### config.mk
export PLATFORM = sky130hd
export DESIGN_NAME = delimiter_stream_splitter
export DESIGN_NICKNAME = d
export VERILOG_FILES = /design/src/design/dss_pkg.sv /design/src/design/delimiter_stream_splitter.sv
export SDC_FILE = /design/constraint.sdc
export NUM_CORES = 1
export LEC_CHECK = 0
export BUFFER_PORTS_ARGS = -buffer_cell sky130_fd_sc_hd__buf_2
export CORE_AREA = 10 10 173 208
export CTS_CLUSTER_SIZE = 28
export DETAILED_ROUTE_END_ITERATION = 10
export DIE_AREA = 0 0 183 218
export HOLD_SLACK_MARGIN = 0.15
export PLACE_DENSITY = 0.62
export SYNTH_ARGS = -nofsm -noshare
export SYNTH_HDL_FRONTEND = slang
export SYNTH_SLANG_ARGS = --single-unit
### constraint.sdc
create_clock -name clock -period 11.75 [get_ports clock]
set_clock_uncertainty 0.2 [all_clocks]
set_input_delay 0.5875 -clock clock [delete_from_list [all_inputs] [get_ports clock]]
set_output_delay 0.5875 -clock clock [all_outputs]
set_load 0.02 [all_outputs]
### src/design/dss_pkg.sv
// ----------------------------------------------------------------------------
// Delimiter stream splitter package
// Shared widths, result kind codes, register indexes and parameter defaults.
// ----------------------------------------------------------------------------
package dss_pkg;

   localparam int BYTE_W      = 8;
   localparam int SEG_W       = 16;
   localparam int CNT_OUT_W   = 32;
   localparam int CSR_DATA_W  = 64;
   localparam int CSR_INDEX_W = 2;
   localparam int LEN_W       = 4;

   localparam int DEF_MAX_DELIM_LEN = 8;
   localparam int DEF_COUNT_WIDTH   = 32;

   localparam logic [BYTE_W-1:0] NEWLINE_BYTE = 8'h0A;

   typedef logic [2:0] kind_type;

   localparam kind_type KIND_CONTENT     = 3'd0;
   localparam kind_type KIND_NAME        = 3'd1;
   localparam kind_type KIND_SEGMENT_END = 3'd2;
   localparam kind_type KIND_STREAM_END  = 3'd3;
   localparam kind_type KIND_ERROR       = 3'd4;

   typedef logic [CSR_INDEX_W-1:0] csr_index_type;

   localparam csr_index_type CSR_DELIM_WORD = 2'd0;
   localparam csr_index_type CSR_DELIM_LEN  = 2'd1;
   localparam csr_index_type CSR_SELECT     = 2'd2;

endpackage

### src/design/delimiter_stream_splitter.sv
// ----------------------------------------------------------------------------
// Delimiter stream splitter
// Splits a byte stream into named segments separated by a programmable
// delimiter and reports names, selected content and segment byte counts.
// ----------------------------------------------------------------------------
// Usage:
//   The req_ channel carries one byte or an end mark per transaction. The rsp_
//   channel returns zero or more results per request; rsp_last marks the final
//   one. The csr_ channel writes the delimiter word, its length and the
//   selected segment; csr_ready is always high and writes are expected only
//   while the block is idle.
//   A result caused directly by a byte is registered and appears in the cycle
//   after the request is taken. A byte that breaks a partial match, and every
//   end mark in content phase, runs a small sequencer that emits one held
//   delimiter byte per cycle while the output register is free, through the
//   shared saturating byte counter, so such a request occupies the block until
//   its held delimiter bytes and its tail results are out. Others do not.
//   req_stall is high while the sequencer runs and while a result waits in
//   the output register under rsp_stall; a stalled result holds its value.
//   Reset is synchronous: it drops any pending result, returns to name phase
//   with segment index and byte count cleared, and restores the registers
//   (delimiter length 1, all else 0).
// ----------------------------------------------------------------------------
module delimiter_stream_splitter #(
   parameter int MAX_DELIM_LEN = dss_pkg::DEF_MAX_DELIM_LEN,
   parameter int COUNT_WIDTH   = dss_pkg::DEF_COUNT_WIDTH
) (
   input  logic                                clock,
   input  logic                                reset,
   input  logic                                req_valid,
   output logic                                req_stall,
   input  logic [dss_pkg::BYTE_W-1:0]          req_data_byte,
   input  logic                                req_end_of_input,
   output logic                                rsp_valid,
   input  logic                                rsp_stall,
   output dss_pkg::kind_type                   rsp_kind,
   output logic [dss_pkg::BYTE_W-1:0]          rsp_value,
   output logic [dss_pkg::SEG_W-1:0]           rsp_segment_number,
   output logic [dss_pkg::CNT_OUT_W-1:0]       rsp_byte_count,
   output logic                                rsp_last,
   input  logic                                csr_valid,
   output logic                                csr_ready,
   input  dss_pkg::csr_index_type              csr_index,
   input  logic [dss_pkg::CSR_DATA_W-1:0]      csr_data
);
   import dss_pkg::*;

   localparam int POS_W = $clog2(MAX_DELIM_LEN + 1);

   localparam logic [1:0] ST_IDLE       = 2'd0;
   localparam logic [1:0] ST_FLUSH      = 2'd1;
   localparam logic [1:0] ST_TAIL       = 2'd2;
   localparam logic [1:0] ST_STREAM_END = 2'd3;

   localparam logic PHASE_NAME    = 1'b0;
   localparam logic PHASE_CONTENT = 1'b1;

   function automatic logic [BYTE_W-1:0] delim_byte(input logic [CSR_DATA_W-1:0] word,
                                                    input logic [2:0] idx);
      delim_byte = word[idx*BYTE_W +: BYTE_W];
   endfunction

   // Control and configuration state.
   logic [1:0]             state_ff, state_in;
   logic                   phase_ff, phase_in;
   logic [POS_W-1:0]       match_pos_ff, match_pos_in;
   logic [POS_W-1:0]       flush_idx_ff, flush_idx_in;
   logic [SEG_W-1:0]       seg_index_ff, seg_index_in;
   logic [COUNT_WIDTH-1:0] seg_bytes_ff, seg_bytes_in;
   logic [CSR_DATA_W-1:0]  delim_word_ff;
   logic [LEN_W-1:0]       delim_len_ff;
   logic [SEG_W-1:0]       select_ff;

   // Request held while the sequencer runs.
   logic [BYTE_W-1:0]      hold_byte_ff, hold_byte_in;
   logic                   hold_eoi_ff, hold_eoi_in;

   // Output register.
   logic                   rsp_valid_ff;
   kind_type               rsp_kind_ff;
   logic [BYTE_W-1:0]      rsp_value_ff;
   logic [SEG_W-1:0]       rsp_seg_ff;
   logic [CNT_OUT_W-1:0]   rsp_count_ff;
   logic                   rsp_last_ff;

   logic                   emit;
   kind_type               e_kind;
   logic [BYTE_W-1:0]      e_value;
   logic [SEG_W-1:0]       e_seg;
   logic [CNT_OUT_W-1:0]   e_count;
   logic                   e_last;

   logic                   out_free;
   logic                   accept;
   logic                   selected;
   logic                   mismatch;
   logic [LEN_W-1:0]       eff_len;
   logic [LEN_W-1:0]       pos_next;
   logic [SEG_W-1:0]       seg_next;
   logic [COUNT_WIDTH-1:0] bytes_inc;
   logic [63:0]            bytes_wide;
   logic [CNT_OUT_W-1:0]   bytes_out;

   assign out_free  = !rsp_valid_ff || !rsp_stall;
   assign req_stall = (state_ff != ST_IDLE) || !out_free;
   assign accept    = req_valid && !req_stall;
   assign csr_ready = 1'b1;

   assign selected = (select_ff == '0) || (select_ff == seg_index_ff);
   assign seg_next = (seg_index_ff == '1) ? seg_index_ff : seg_index_ff + 1'b1;

   // Shared saturating counter step for every content byte.
   assign bytes_inc  = (seg_bytes_ff == '1) ? seg_bytes_ff : seg_bytes_ff + 1'b1;
   assign bytes_wide = 64'(seg_bytes_ff);
   assign bytes_out  = (bytes_wide > 64'({CNT_OUT_W{1'b1}})) ? '1 : bytes_wide[CNT_OUT_W-1:0];

   always_comb begin
      if (delim_len_ff == '0) begin
         eff_len = LEN_W'(1);
      end else if (delim_len_ff > LEN_W'(MAX_DELIM_LEN)) begin
         eff_len = LEN_W'(MAX_DELIM_LEN);
      end else begin
         eff_len = delim_len_ff;
      end
   end

   assign pos_next = LEN_W'(match_pos_ff) + 1'b1;
   assign mismatch = (LEN_W'(match_pos_ff) >= LEN_W'(MAX_DELIM_LEN))
                  || (req_data_byte != delim_byte(delim_word_ff, 3'(match_pos_ff)));

   always_comb begin
      state_in     = state_ff;
      phase_in     = phase_ff;
      match_pos_in = match_pos_ff;
      flush_idx_in = flush_idx_ff;
      seg_index_in = seg_index_ff;
      seg_bytes_in = seg_bytes_ff;
      hold_byte_in = hold_byte_ff;
      hold_eoi_in  = hold_eoi_ff;
      emit         = 1'b0;
      e_kind       = KIND_CONTENT;
      e_value      = '0;
      e_seg        = seg_index_ff;
      e_count      = '0;
      e_last       = 1'b0;

      unique case (state_ff)
         ST_IDLE: begin
            if (accept) begin
               if (phase_ff == PHASE_NAME) begin
                  if (req_end_of_input) begin
                     emit         = 1'b1;
                     e_kind       = KIND_ERROR;
                     e_last       = 1'b1;
                     phase_in     = PHASE_NAME;
                     match_pos_in = '0;
                     seg_index_in = '0;
                     seg_bytes_in = '0;
                  end else if (req_data_byte == NEWLINE_BYTE) begin
                     seg_index_in = seg_next;
                     seg_bytes_in = '0;
                     match_pos_in = '0;
                     phase_in     = PHASE_CONTENT;
                  end else begin
                     emit    = 1'b1;
                     e_kind  = KIND_NAME;
                     e_value = req_data_byte;
                     e_seg   = seg_next;
                     e_last  = 1'b1;
                  end
               end else if (req_end_of_input || (mismatch && match_pos_ff != '0)) begin
                  // Held delimiter bytes go out one per cycle, while the output is free, before the tail.
                  hold_byte_in = req_data_byte;
                  hold_eoi_in  = req_end_of_input;
                  flush_idx_in = '0;
                  state_in     = ST_FLUSH;
               end else if (mismatch) begin
                  emit         = selected;
                  e_value      = req_data_byte;
                  e_last       = 1'b1;
                  seg_bytes_in = bytes_inc;
               end else if (pos_next >= eff_len) begin
                  emit         = 1'b1;
                  e_kind       = KIND_SEGMENT_END;
                  e_count      = bytes_out;
                  e_last       = 1'b1;
                  match_pos_in = '0;
                  phase_in     = PHASE_NAME;
               end else begin
                  match_pos_in = POS_W'(pos_next);
               end
            end
         end
         ST_FLUSH: begin
            if (out_free) begin
               if (flush_idx_ff == match_pos_ff) begin
                  match_pos_in = '0;
                  state_in     = ST_TAIL;
               end else begin
                  emit         = selected;
                  e_value      = delim_byte(delim_word_ff, 3'(flush_idx_ff));
                  seg_bytes_in = bytes_inc;
                  flush_idx_in = flush_idx_ff + 1'b1;
               end
            end
         end
         ST_TAIL: begin
            if (out_free) begin
               if (hold_eoi_ff) begin
                  emit     = 1'b1;
                  e_kind   = KIND_SEGMENT_END;
                  e_count  = bytes_out;
                  state_in = ST_STREAM_END;
               end else begin
                  emit         = selected;
                  e_value      = hold_byte_ff;
                  e_last       = 1'b1;
                  seg_bytes_in = bytes_inc;
                  state_in     = ST_IDLE;
               end
            end
         end
         ST_STREAM_END: begin
            if (out_free) begin
               emit         = 1'b1;
               e_kind       = KIND_STREAM_END;
               e_last       = 1'b1;
               phase_in     = PHASE_NAME;
               match_pos_in = '0;
               seg_index_in = '0;
               seg_bytes_in = '0;
               state_in     = ST_IDLE;
            end
         end
         default: begin
            state_in = ST_IDLE;
         end
      endcase
   end

   always_ff @(posedge clock) begin
      if (reset) begin
         state_ff      <= ST_IDLE;
         phase_ff      <= PHASE_NAME;
         match_pos_ff  <= '0;
         flush_idx_ff  <= '0;
         seg_index_ff  <= '0;
         seg_bytes_ff  <= '0;
         delim_word_ff <= '0;
         delim_len_ff  <= LEN_W'(1);
         select_ff     <= '0;
         rsp_valid_ff  <= 1'b0;
      end else begin
         state_ff     <= state_in;
         phase_ff     <= phase_in;
         match_pos_ff <= match_pos_in;
         flush_idx_ff <= flush_idx_in;
         seg_index_ff <= seg_index_in;
         seg_bytes_ff <= seg_bytes_in;
         if (out_free) begin
            rsp_valid_ff <= emit;
         end
         if (csr_valid && csr_ready) begin
            unique case (csr_index)
               CSR_DELIM_WORD: delim_word_ff <= csr_data;
               CSR_DELIM_LEN:  delim_len_ff  <= csr_data[LEN_W-1:0];
               CSR_SELECT:     select_ff     <= csr_data[SEG_W-1:0];
               default: begin
               end
            endcase
         end
      end
   end

   always_ff @(posedge clock) begin
      hold_byte_ff <= hold_byte_in;
      hold_eoi_ff  <= hold_eoi_in;
      if (out_free && emit) begin
         rsp_kind_ff  <= e_kind;
         rsp_value_ff <= e_value;
         rsp_seg_ff   <= e_seg;
         rsp_count_ff <= e_count;
         rsp_last_ff  <= e_last;
      end
   end

   assign rsp_valid          = rsp_valid_ff;
   assign rsp_kind           = rsp_kind_ff;
   assign rsp_value          = rsp_value_ff;
   assign rsp_segment_number = rsp_seg_ff;
   assign rsp_byte_count     = rsp_count_ff;
   assign rsp_last           = rsp_last_ff;

endmodule

Word level (Yosys, flattened, before mapping)
Cells that the tools add are included.

word-level totals
  output and inout port bits = 63
  input bits = 80
  word-level logic and storage cells = 197
  flip-flop bits (word level) = 213

operators by class
  muxes and demuxes = 113
  $lt $le $gt $ge = 4
  reduce and logical (&&, ||, !) cells = 31
  equality and inequality tests = 26
  shift-type cells = 2
  add/sub/neg operators = 4

operator list
  operator                                                         count
  32-bit 2-to-1 mux                                                20
  16-bit 2-to-1 mux                                                11
  32-bit one-hot mux with 4 select lines                           1
  64-bit by 7-bit indexed part select with 8-bit output            2
  8-bit 2-to-1 mux                                                 10
  4-bit 2-to-1 mux                                                 17
  32-bit one-hot mux with 2 select lines                           1
  32-bit by 1-bit adder with 32-bit output, second input constant  1
  32-bit equality test, second input constant                      1
  32-bit greater-than comparator, second input constant            1
  16-bit one-hot mux with 2 select lines                           1
  2-bit 2-to-1 mux                                                 14
  1-bit 2-to-1 mux                                                 27
  8-bit one-hot mux with 3 select lines                            1
  2-bit != test, second input constant                             10
  16-bit by 1-bit adder with 16-bit output, second input constant  1
  16-bit equality test                                             1
  16-bit equality test, second input constant                      1
  16-bit zero test                                                 1
  3-bit != test, second input constant                             4
  4-bit one-hot mux with 3 select lines                            1
  3-bit 2-to-1 mux                                                 3
  3-bit one-hot mux with 3 select lines                            1
  9-bit AND reduction                                              1
  30 further kinds                                                 48

Depth between registers and ports, before layout
Gate-level depths: netlist of the first run.

  word-level depth = 11
  mapped depth = 12
  depth with buffers taken out = 12

Worst setup path after synthesis of the first run
No wires, ideal clock.

  path type = register to register
  start = reg match_pos_ff[1]
  end = reg rsp_count_ff[0] (netlist: rsp_byte_count[0]) (enable)
  period minus slack after synthesis = 5,691 ps
  data arrival time = 4,992 ps
  stages on the path, launching flop included = 10
  library setup time = 499 ps
  buffers on the path = 1
  setup slack = 6,059 ps
  data required time = 11,051 ps
  cell sequence = dfxtp_1 -> buf_6 -> mux4_2 -> mux2i_1 -> xnor2_1 -> nor4b_2 -> nand4_2 -> nor2_1 -> a221oi_1 -> o22ai_1

on the way
  word-level cells in the longest chain between the ends = 10
  elaborated cells between the ends (all ways) = 19
  classes of those cells = add/sub: 1; order compare: 2; eq/ne: 2; shift: 1; mux: 8; reduce/logical: 5

RTL lines
  what                                                   line                              source
  start: declaration                                     delimiter_stream_splitter.sv:66   logic [POS_W-1:0] match_pos_ff, match_pos_in;
  start signal: assignment                               delimiter_stream_splitter.sv:256  match_pos_ff <= match_pos_in;
  64-bit by 7-bit indexed part select with 8-bit output  delimiter_stream_splitter.sv:60   delim_byte = word[idx*BYTE_W +: BYTE_W];
  8-bit != test                                          delimiter_stream_splitter.sv:129  || (req_data_byte != delim_byte(delim_word_ff, 3'(match_pos_ff)));
  1-bit logical OR                                       delimiter_stream_splitter.sv:129
  1-bit logical AND                                      delimiter_stream_splitter.sv:171  end else if (req_end_of_input || (mismatch && match_pos_ff != '0)) begin
  1-bit logical OR                                       delimiter_stream_splitter.sv:171
  1-bit 2-to-1 mux                                       delimiter_stream_splitter.sv:171
  1-bit 2-to-1 mux                                       delimiter_stream_splitter.sv:150  if (phase_ff == PHASE_NAME) begin
  1-bit 2-to-1 mux                                       delimiter_stream_splitter.sv:149  if (accept) begin
  1-bit one-hot mux with 4 select lines (*)              delimiter_stream_splitter.sv:147  unique case (state_ff)
  1-bit logical AND (*)                                  delimiter_stream_splitter.sv:278  if (out_free && emit) begin
  end signal: assignment                                 delimiter_stream_splitter.sv:282  rsp_count_ff <= e_count;
  end: declaration                                       delimiter_stream_splitter.sv:83   logic [CNT_OUT_W-1:0] rsp_count_ff;

Mark *: on every way between the ends. The rest lies on a longest branch, timed or not.
A chain may end at the register's enable or synchronous reset.

Final worst setup path of the first run
  start = reg match_pos_ff[1]
  end = reg rsp_seg_ff[4] (netlist: rsp_segment_number[4]) (enable)

on the way
  word-level cells in the longest chain between the ends = 10
  elaborated cells between the ends (all ways) = 19
  classes of those cells = add/sub: 1; order compare: 2; eq/ne: 2; shift: 1; mux: 8; reduce/logical: 5

RTL lines
  what                                                   line                              source
  64-bit by 7-bit indexed part select with 8-bit output  delimiter_stream_splitter.sv:60
  8-bit != test                                          delimiter_stream_splitter.sv:129
  1-bit logical OR                                       delimiter_stream_splitter.sv:129
  1-bit logical AND                                      delimiter_stream_splitter.sv:171
  1-bit logical OR                                       delimiter_stream_splitter.sv:171
  1-bit 2-to-1 mux                                       delimiter_stream_splitter.sv:171
  1-bit 2-to-1 mux                                       delimiter_stream_splitter.sv:150
  1-bit 2-to-1 mux                                       delimiter_stream_splitter.sv:149
  1-bit one-hot mux with 4 select lines (*)              delimiter_stream_splitter.sv:147
  1-bit logical AND (*)                                  delimiter_stream_splitter.sv:278
  end signal: assignment                                 delimiter_stream_splitter.sv:281  rsp_seg_ff <= e_seg;
  end: declaration                                       delimiter_stream_splitter.sv:82   logic [SEG_W-1:0] rsp_seg_ff;

Marked as above.

==> flow_summary_export.csv, run 1 <==
group,metric,value,unit
status,status,"finished, violations left",
status,violations,"DRC",
synthesis,synthArstFlopShare,0,%
placed_design,place.gp.congestion,0.886,
route,drc,1,
floorplan,ios,143,
synthesis,synth.net_count,1294,
layout,register_area,4950,sq um
clocking,cts_tree,"yes",
grt,grt_pass1_wl,52200,um
placed_design,port_buffers,141,
job,maxCapViolCount,0,
power_and_ir_drop,design_power_total,0.00174,W
grt,first_global_vias,9554,
placed_design,dp_hpwl,22800,um
setup_path,path_max_fanout,60,
sta,fin_ws,7.29,ns
floorplan,core,31900,sq um
setup_path,r2r_slack,7.29,ns
setup_path,critPathKind,"flip-flop to flip-flop",
grt,globalRoute.totalOverflow,0,
setup_path,cp_top_family,"flip-flops",
clocking,cts.sinks,213,
sta,min_period,4.46,ns
sta,worstMarginPinSlew,1.18,ns
setup_path,arrival,4.41,ns
sta,rsz0062_at_grt,"no",
route,antenna_left,0,
synthesis,synthTopCellsByCount,"210 x nand2_1, 144 x dfxtp_1, 126 x a21oi_1",
floorplan,num_rows,72,
setup_path,cp_slowest_stage_delay,0.91,ns
clocking,numCtsBuffers,25,
sta,slew_headroom,21.0,%
setup_path,reg2regPathDepth,9,
layout,area_growth,23.0,%
synthesis,synth_seq_cells,213,
layout,multi_input_area,5640,sq um
floorplan,chipWidth,183,um
route,num_vias,9821,
synthesis,synth_cell_types,70,
layout,fill_cells,3118,
setup_path,rr_startpoint,"match_pos_ff[1]",
route,drt-initial-drc-count,1137,
clocking,clock_path_buffers,3,
synthesis,yosys_warnings,0,
floorplan,die_y,218,um
sta,max_freq,0.224,GHz
setup_path,crit_path_start_kind,"flip-flop",
sta,period_share,37.9,%
grt,grt_max_degree,104,
synthesis,synth_top_area_cell,"dfxtp_1",
synthesis,syn_area_per_cell,9.18,sq um
layout,final_cell_area,13500,sq um
clocking,cts_resized,0,
route,first_pass_iters,8,
setup_path,crit_required,11.70,ns
power_and_ir_drop,leakagePower,4.95,nW
grt,grt_usage,15.9,%
layout,layout.nets,1458,
synthesis,synthCells,1200,
grt,antenna_found_initial,1,
sta,whs,0.197,ns
sta,timing.setup.tns,0,ns
synthesis,synth.area.top_cells,"dfxtp_1 26%, edfxtp_1 19%, nand2_1 7.2%",
synthesis,synth_edf_count,69,
route,via_per_inst,5.48,
sta,drv_slew,0,
min_path,whs_path_depth,3,
clocking,cts-root-buf,"clkbuf_16",
route,wl_per_cell,18.4,um
layout,drive_gt1_share,18.1,%
setup_path,crit_chain,"mux4_2 > mux2i_1 > xnor2_1 > nor4b_2 > nand4_2 > nor2_1 > a221oi_1 > o22ai_4 > buf_4",
synthesis,synth_area,11000,sq um
synthesis,seq_area_frac_synth,45.0,%
synthesis,synth_most_common_cell,"nand2_1",
placed_design,postPlaceCellArea,12000,sq um
setup_path,rr_endpoint,"rsp_segment_number[4]",
power_and_ir_drop,p_per_area,128,nW/um^2
min_path,whs_endpoint,"delim_word_ff[63]",
clocking,clk_pin_slew,0.06,ns
clocking,clk_latency,0.53,ns
setup_path,crit_path_top_delay_cell,"dfxtp_1",
route,drt_wl_total,33000,um
synthesis,synth_flop_cell,"dfxtp_1",
clocking,cts_setup_buffers,0,
synthesis,synth_top_area_share,26.2,%
placed_design,post-place-ws,7.32,ns
min_path,hp-class,"input port to flip-flop",
setup_path,critical_path_buf_inv_count,1,
floorplan,start_util,34.5,%
power_and_ir_drop,vdd_drop_max,0.0999,mV
clocking,postCtsHoldBufs,71,
sta,setup_viol,0,
min_path,hold_path_startpoint,"csr_data[63]",
setup_path,cp-end-kind,"flip-flop",
clocking,htreeDepth,1,
floorplan,die-area,39900,sq um
sta,hold_viol_final,0,
==> metrics by stage <==
stage          utilization, %  cells
6_report                 42.5   1791
4_1_cts                  42.5   1790
3_3_place_gp             37.5   1673
5_1_grt                  42.5   1791
3_5_place_dp             37.5   1673
2_1_floorplan               -   1200
==> report_power, final <==
group / leakage (nW) / switching [W] / internal (W)
registers: 1.85 / 0.0000128 / 0.000781
logic: 2.66 / 0.0000879 / 0.0000592
clock network: 0.429 / 0.000312 / 0.000484
total: 4.95 / 0.000412 / 0.00132
==> cell type report <==
cell class	instances	area share (%)
multi-input cells	881	41.6
well taps	407	3.76
clock inverters	10	0.656
inverters	20	0.554
repair buffers	223	11.1
diodes	1	0.0185
clock buffers	36	5.75
flip-flops and latches	213	36.6
==> cell usage in the layout, fill, tap and decap left out, types with 21 or more instances in the layout <==
cell and count:
a21oi_1 126, a32o_1 26, and2_1 42, buf_2 140
clkbuf_16 27, dfxtp_1 144, dlygate4sd3_1 71, edfxtp_1 69
mux2i_1 21, mux4_2 25, nand2_1 210, nand3_1 38
nand4_1 26, nor2_1 73, nor3_1 27, nor4_1 24
o21ai_0 28, xor2_1 23
==> worst max-delay path by stage <==
stage,startpoint,end,cells past startpoint
final,match_pos_ff[1],rsp_segment_number[4],9
after global routing,match_pos_ff[1],rsp_byte_count[5],9
after CTS,match_pos_ff[1],rsp_byte_count[4],9
after detailed placement,match_pos_ff[1],rsp_segment_number[1],9
after global placement,match_pos_ff[1],rsp_segment_number[1],9
after floorplan,match_pos_ff[1],rsp_byte_count[0],9
==> metal layers <==
metal | track usage (%) | vias to the layer above | wire length, um
li1 | - | 4732 | -
met1 | 19.4 | 4674 | 13700
met2 | 27.3 | 354 | 16100
met3 | 3.37 | 61 | 2220
met4 | 5.14 | 0 | 971
met5 | 0 | - | 0
==> registers in the layout, indices dropped and copies added (netlist names) <==
signal and count:
seg_bytes_ff 32, match_pos_ff 4, rsp_valid 1, rsp_last 1
delim_word_ff 64, state_ff 2, hold_byte_ff 8, rsp_byte_count 32
rsp_segment_number 16, hold_eoi_ff 1, rsp_value 8, phase_ff 1
seg_index_ff 16, flush_idx_ff 4, delim_len_ff 4, select_ff 16
rsp_kind 3
==> kinds of logic after synthesis <==
group                      after synthesis  share of synthesized area [%]
adders and majority gates               14                           1.59
other                                    1                         0.0340
AOI/OAI and AO/OA                      264                           15.8
and+or+nand+nor                        504                           22.1
DFF                                    213                           45.0
muxes                                   61                           8.55
buffers and inverters                  106                           4.02
xor gates and xnor gates                37                           2.94
==> tightest hold or removal path: cells and delay by family <==
family                 cells  cell delay [ns]
and+or+nand+nor            1             0.11
buffers and inverters      1             0.10
AOI/OAI and AO/OA          1             0.07
(Power assumes the default switching activity.)
==> run 2, diff against run 1 <==
--- a/config.mk
+++ b/config.mk
@@ -5,11 +5,12 @@
 export SDC_FILE = /design/constraint.sdc
 export NUM_CORES = 1
 export LEC_CHECK = 0
+export ABC_AREA = 1
 export BUFFER_PORTS_ARGS = -buffer_cell sky130_fd_sc_hd__buf_2
-export CORE_AREA = 10 10 173 208
+export CORE_AREA = 10 10 177 212
 export CTS_CLUSTER_SIZE = 28
 export DETAILED_ROUTE_END_ITERATION = 10
-export DIE_AREA = 0 0 183 218
+export DIE_AREA = 0 0 187 222
 export HOLD_SLACK_MARGIN = 0.15
 export PLACE_DENSITY = 0.62
 export SYNTH_ARGS = -nofsm -noshare
==> constraint.sdc (replaced) <==
create_clock -name clock -period 4.3 [get_ports clock]
set_clock_uncertainty 0.2 [all_clocks]
set_input_delay 0.215 -clock clock [delete_from_list [all_inputs] [get_ports clock]]
set_output_delay 0.215 -clock clock [all_outputs]
set_load 0.02 [all_outputs]
==> run 2 against run 1 <==
- the run now ends clean
- first-iteration DRC count down 12%
- fmax is 26% higher
- total power rose to 2.9 times the previous value
- sequential share of layout area is 2.3 points lower
- via count rose by 16%
- global-route usage rose by 0.96 points
- sequential power rose to 2.8 times the previous value
- clock-buffer cell count shrank 3
- synthesized area rose by 4.8%
- setup slack got worse by 6.5 ns
- combinational power grew to 4.5 times the previous value
- final cell count rose by 27%
- critical endpoint is now rsp_segment_number[10]
- largest power group is now sequential cells
==> flow_summary_export.csv, run 2 <==
group,metric,value,unit
synthesis,synth_flop_cell,"dfxtp_1",
grt,antenna_found_initial,0,
route,antenna_left,0,
route,via_per_inst,4.99,
power_and_ir_drop,design_power_total,0.00512,W
setup_path,arrival,3.55,ns
layout,drive_gt1_share,12.2,%
sta,worstMarginPinSlew,1.06,ns
clocking,postCtsHoldBufs,97,
power_and_ir_drop,p_per_area,354,nW/um^2
route,wl_per_cell,16.0,um
clocking,clk_pin_slew,0.06,ns
grt,grt_pass1_wl,58500,um
synthesis,synth.area.top_cells,"dfxtp_1 25%, edfxtp_1 18%, nand2_1 9.6%",
setup_path,critPathKind,"flip-flop to flip-flop",
floorplan,core,33100,sq um
synthesis,seq_area_frac_synth,42.9,%
power_and_ir_drop,p_clk_share,43.5,%
power_and_ir_drop,internal_power,0.00379,W
synthesis,synth_cell_types,47,
setup_path,path_max_fanout,49,
clocking,cts.sinks,213,
synthesis,synthCells,1610,
route,num_vias,11400,
status,status,"completed",
grt,grt_max_degree,82,
clocking,numCtsBuffers,24,
setup_path,crit_path_top_delay_cell,"dfxtp_1",
job,maxCapViolCount,0,
floorplan,start_util,34.9,%
floorplan,chipWidth,187,um
layout,area_growth,25.2,%
setup_path,cp-end-kind,"flip-flop",
sta,drv_slew,0,
route,drt_wl_total,36400,um
synthesis,synthArstFlopShare,0,%
placed_design,port_buffers,141,
synthesis,synth_seq_cells,213,
grt,grt_usage,16.8,%
power_and_ir_drop,p_sw,0.00132,W
power_and_ir_drop,seq_power_share,43.6,%
sta,rsz0062_at_grt,"no",
sta,hold_viol_final,0,
setup_path,cp_slowest_stage_delay,0.49,ns
clocking,clk_latency,0.54,ns
clocking,cts_resized,0,
power_and_ir_drop,leakagePower,5.89,nW
synthesis,synth_edf_count,69,
power_and_ir_drop,p_comb_share,12.9,%
clocking,cts_tree,"yes",
setup_path,crit_chain,"buf_4 > buf_4 > nand2_1 > nand3_1 > nand3_1 > nand3_1 > nand2_1 > inv_1 > nand2_1 > nor2_2 > nand3_2 > nand2_2 > nand2_2 > nand2_1 > nand3_1 > nand2_2 > buf_12",
clocking,cts_setup_buffers,0,
grt,globalRoute.totalOverflow,0,
clocking,clock_path_buffers,3,
placed_design,place.gp.congestion,0.903,
clocking,htreeDepth,1,
synthesis,synth_top_area_share,25.0,%
sta,min_period,3.54,ns
placed_design,dp_hpwl,26800,um
power_and_ir_drop,vdd_drop_max,0.233,mV
placed_design,dp.cells,2138,
min_path,hp-class,"input port to flip-flop",
sta,period_share,82.3,%
clocking,cts-root-buf,"clkbuf_16",
synthesis,synth.net_count,1704,
layout,final_cell_mix,"293 x nand2_1, 187 x nor2_1, 182 x a21oi_1",
synthesis,yosys_warnings,0,
layout,layout_commonest_cell,"nand2_1",
synthesis,syn_area_per_cell,7.17,sq um
route,first_pass_iters,7,
setup_path,crit_required,4.31,ns
sta,timing.setup.tns,0,ns
floorplan,num_rows,73,
layout,layout.nets,1905,
layout,diodes,0,
floorplan,die_y,222,um
sta,setup_viol,0,
layout,largest_register_ffs,64,
sta,slew_headroom,29.6,%
layout,fin_cells,2279,
synthesis,synth_most_common_cell,"nand2_1",
synthesis,synthTopCellsByCount,"294 x nand2_1, 187 x nor2_1, 182 x a21oi_1",
route,drc,0,
grt,first_global_vias,11200,
floorplan,ios,143,
synthesis,synth_top_area_cell,"dfxtp_1",
floorplan,die-area,41500,sq um
sta,max_freq,0.282,GHz
setup_path,crit_path_start_kind,"flip-flop",
power_and_ir_drop,p_sw_share,25.8,%
layout,top_register,"delim_word_ff",
synthesis,synth_area,11500,sq um
route,drt-initial-drc-count,998,
[run 2: cell count changes after synthesis, moves of 26 or more]
cell | previous run | this run
o21ai_0 | 28 | 150
and2_1 | 42 | 1
nor2_1 | 73 | 187
nand2_1 | 210 | 294
inv_1 | 19 | 181
a32o_1 | 26 | 0
a21oi_1 | 126 | 182
nand3_1 | 38 | 115
[run 2: kinds of logic (layout without fill, tap and decap cells)]
kind of cell / after synthesis / after routing / synth area share, %
flops: 213 / 213 / 42.9
other cells: 1 / 1 / 0.0325
compound gates: 380 / 380 / 17.5
fa+ha+maj: 14 / 14 / 1.52
buf+inv: 273 / 492 / 9.43
xor+xnor: 37 / 37 / 2.81
simple gates: 692 / 692 / 25.8
[run 2: through the flow]
step / hold WS [ns] / area (sq um) / utilization (%) / setup WS (ns)
floorplan: 0.0841 / 11500 / - / 0.429
global placement: 0.237 / 12600 / 38.2 / 0.931
detailed placement: 0.245 / 12600 / 38.2 / 0.808
CTS: 0.172 / 14500 / 43.7 / 0.774
global route: 0.194 / 14500 / 43.7 / 0.440
finish: 0.207 / 14500 / 43.7 / 0.760
[run 2: power groups by stage]
stage / sequential (W) / combinational (W) / clock (W)
4_1_cts: 0.00223 / 0.000662 / 0.00227
2_1_floorplan: 0.00230 / 0.000359 / 0
6_report: 0.00223 / 0.000660 / 0.00222
3_3_place_gp: 0.00227 / 0.000588 / 0
5_1_grt: 0.00224 / 0.000739 / 0.00235
3_5_place_dp: 0.00227 / 0.000592 / 0
[run 2: path summary, 6_finish.rpt]
| check | startpoint | endpoint | slack [ns] | cells past startpoint |
|---|---|---|---|---|
| setup / recovery | match_pos_ff[0] | rsp_segment_number[10] | 0.76 | 17 |
| hold / removal | req_valid | rsp_kind[2] | 0.21 | 3 |
| setup reg to reg | match_pos_ff[0] | rsp_segment_number[10] | 0.76 | 17 |
| hold reg to reg | delim_word_ff[26] | delim_word_ff[26] | 0.27 | 2 |
[run 2: cell type report]
cell class              count  area, sq um
clock buffers              33          697
clock inverters            11          164
fillers                  3451        18600
inverters                 189          712
multi-input cells        1124         5510
flip-flops and latches    213         4950
well taps                 450          563
repair buffers            259         1860
[run 2: layer usage]
layer  up-vias  wire length (um)  global-route usage (%)
met2       315             18400                    30.7
met1      5235             15400                    19.7
met5         -                 0                       0
met4         0               779                    4.67
li1       5764                 -                       -
met3        57              1850                    2.88
[run 2: worst max-delay path: cells and delay by family, from the launching register on]
| kind | cells | cell delay (ns) |
|---|---|---|
| AND/OR/NAND/NOR | 13 | 1.55 |
| flip-flops | 1 | 0.49 |
| buffers and inverters | 4 | 0.90 |
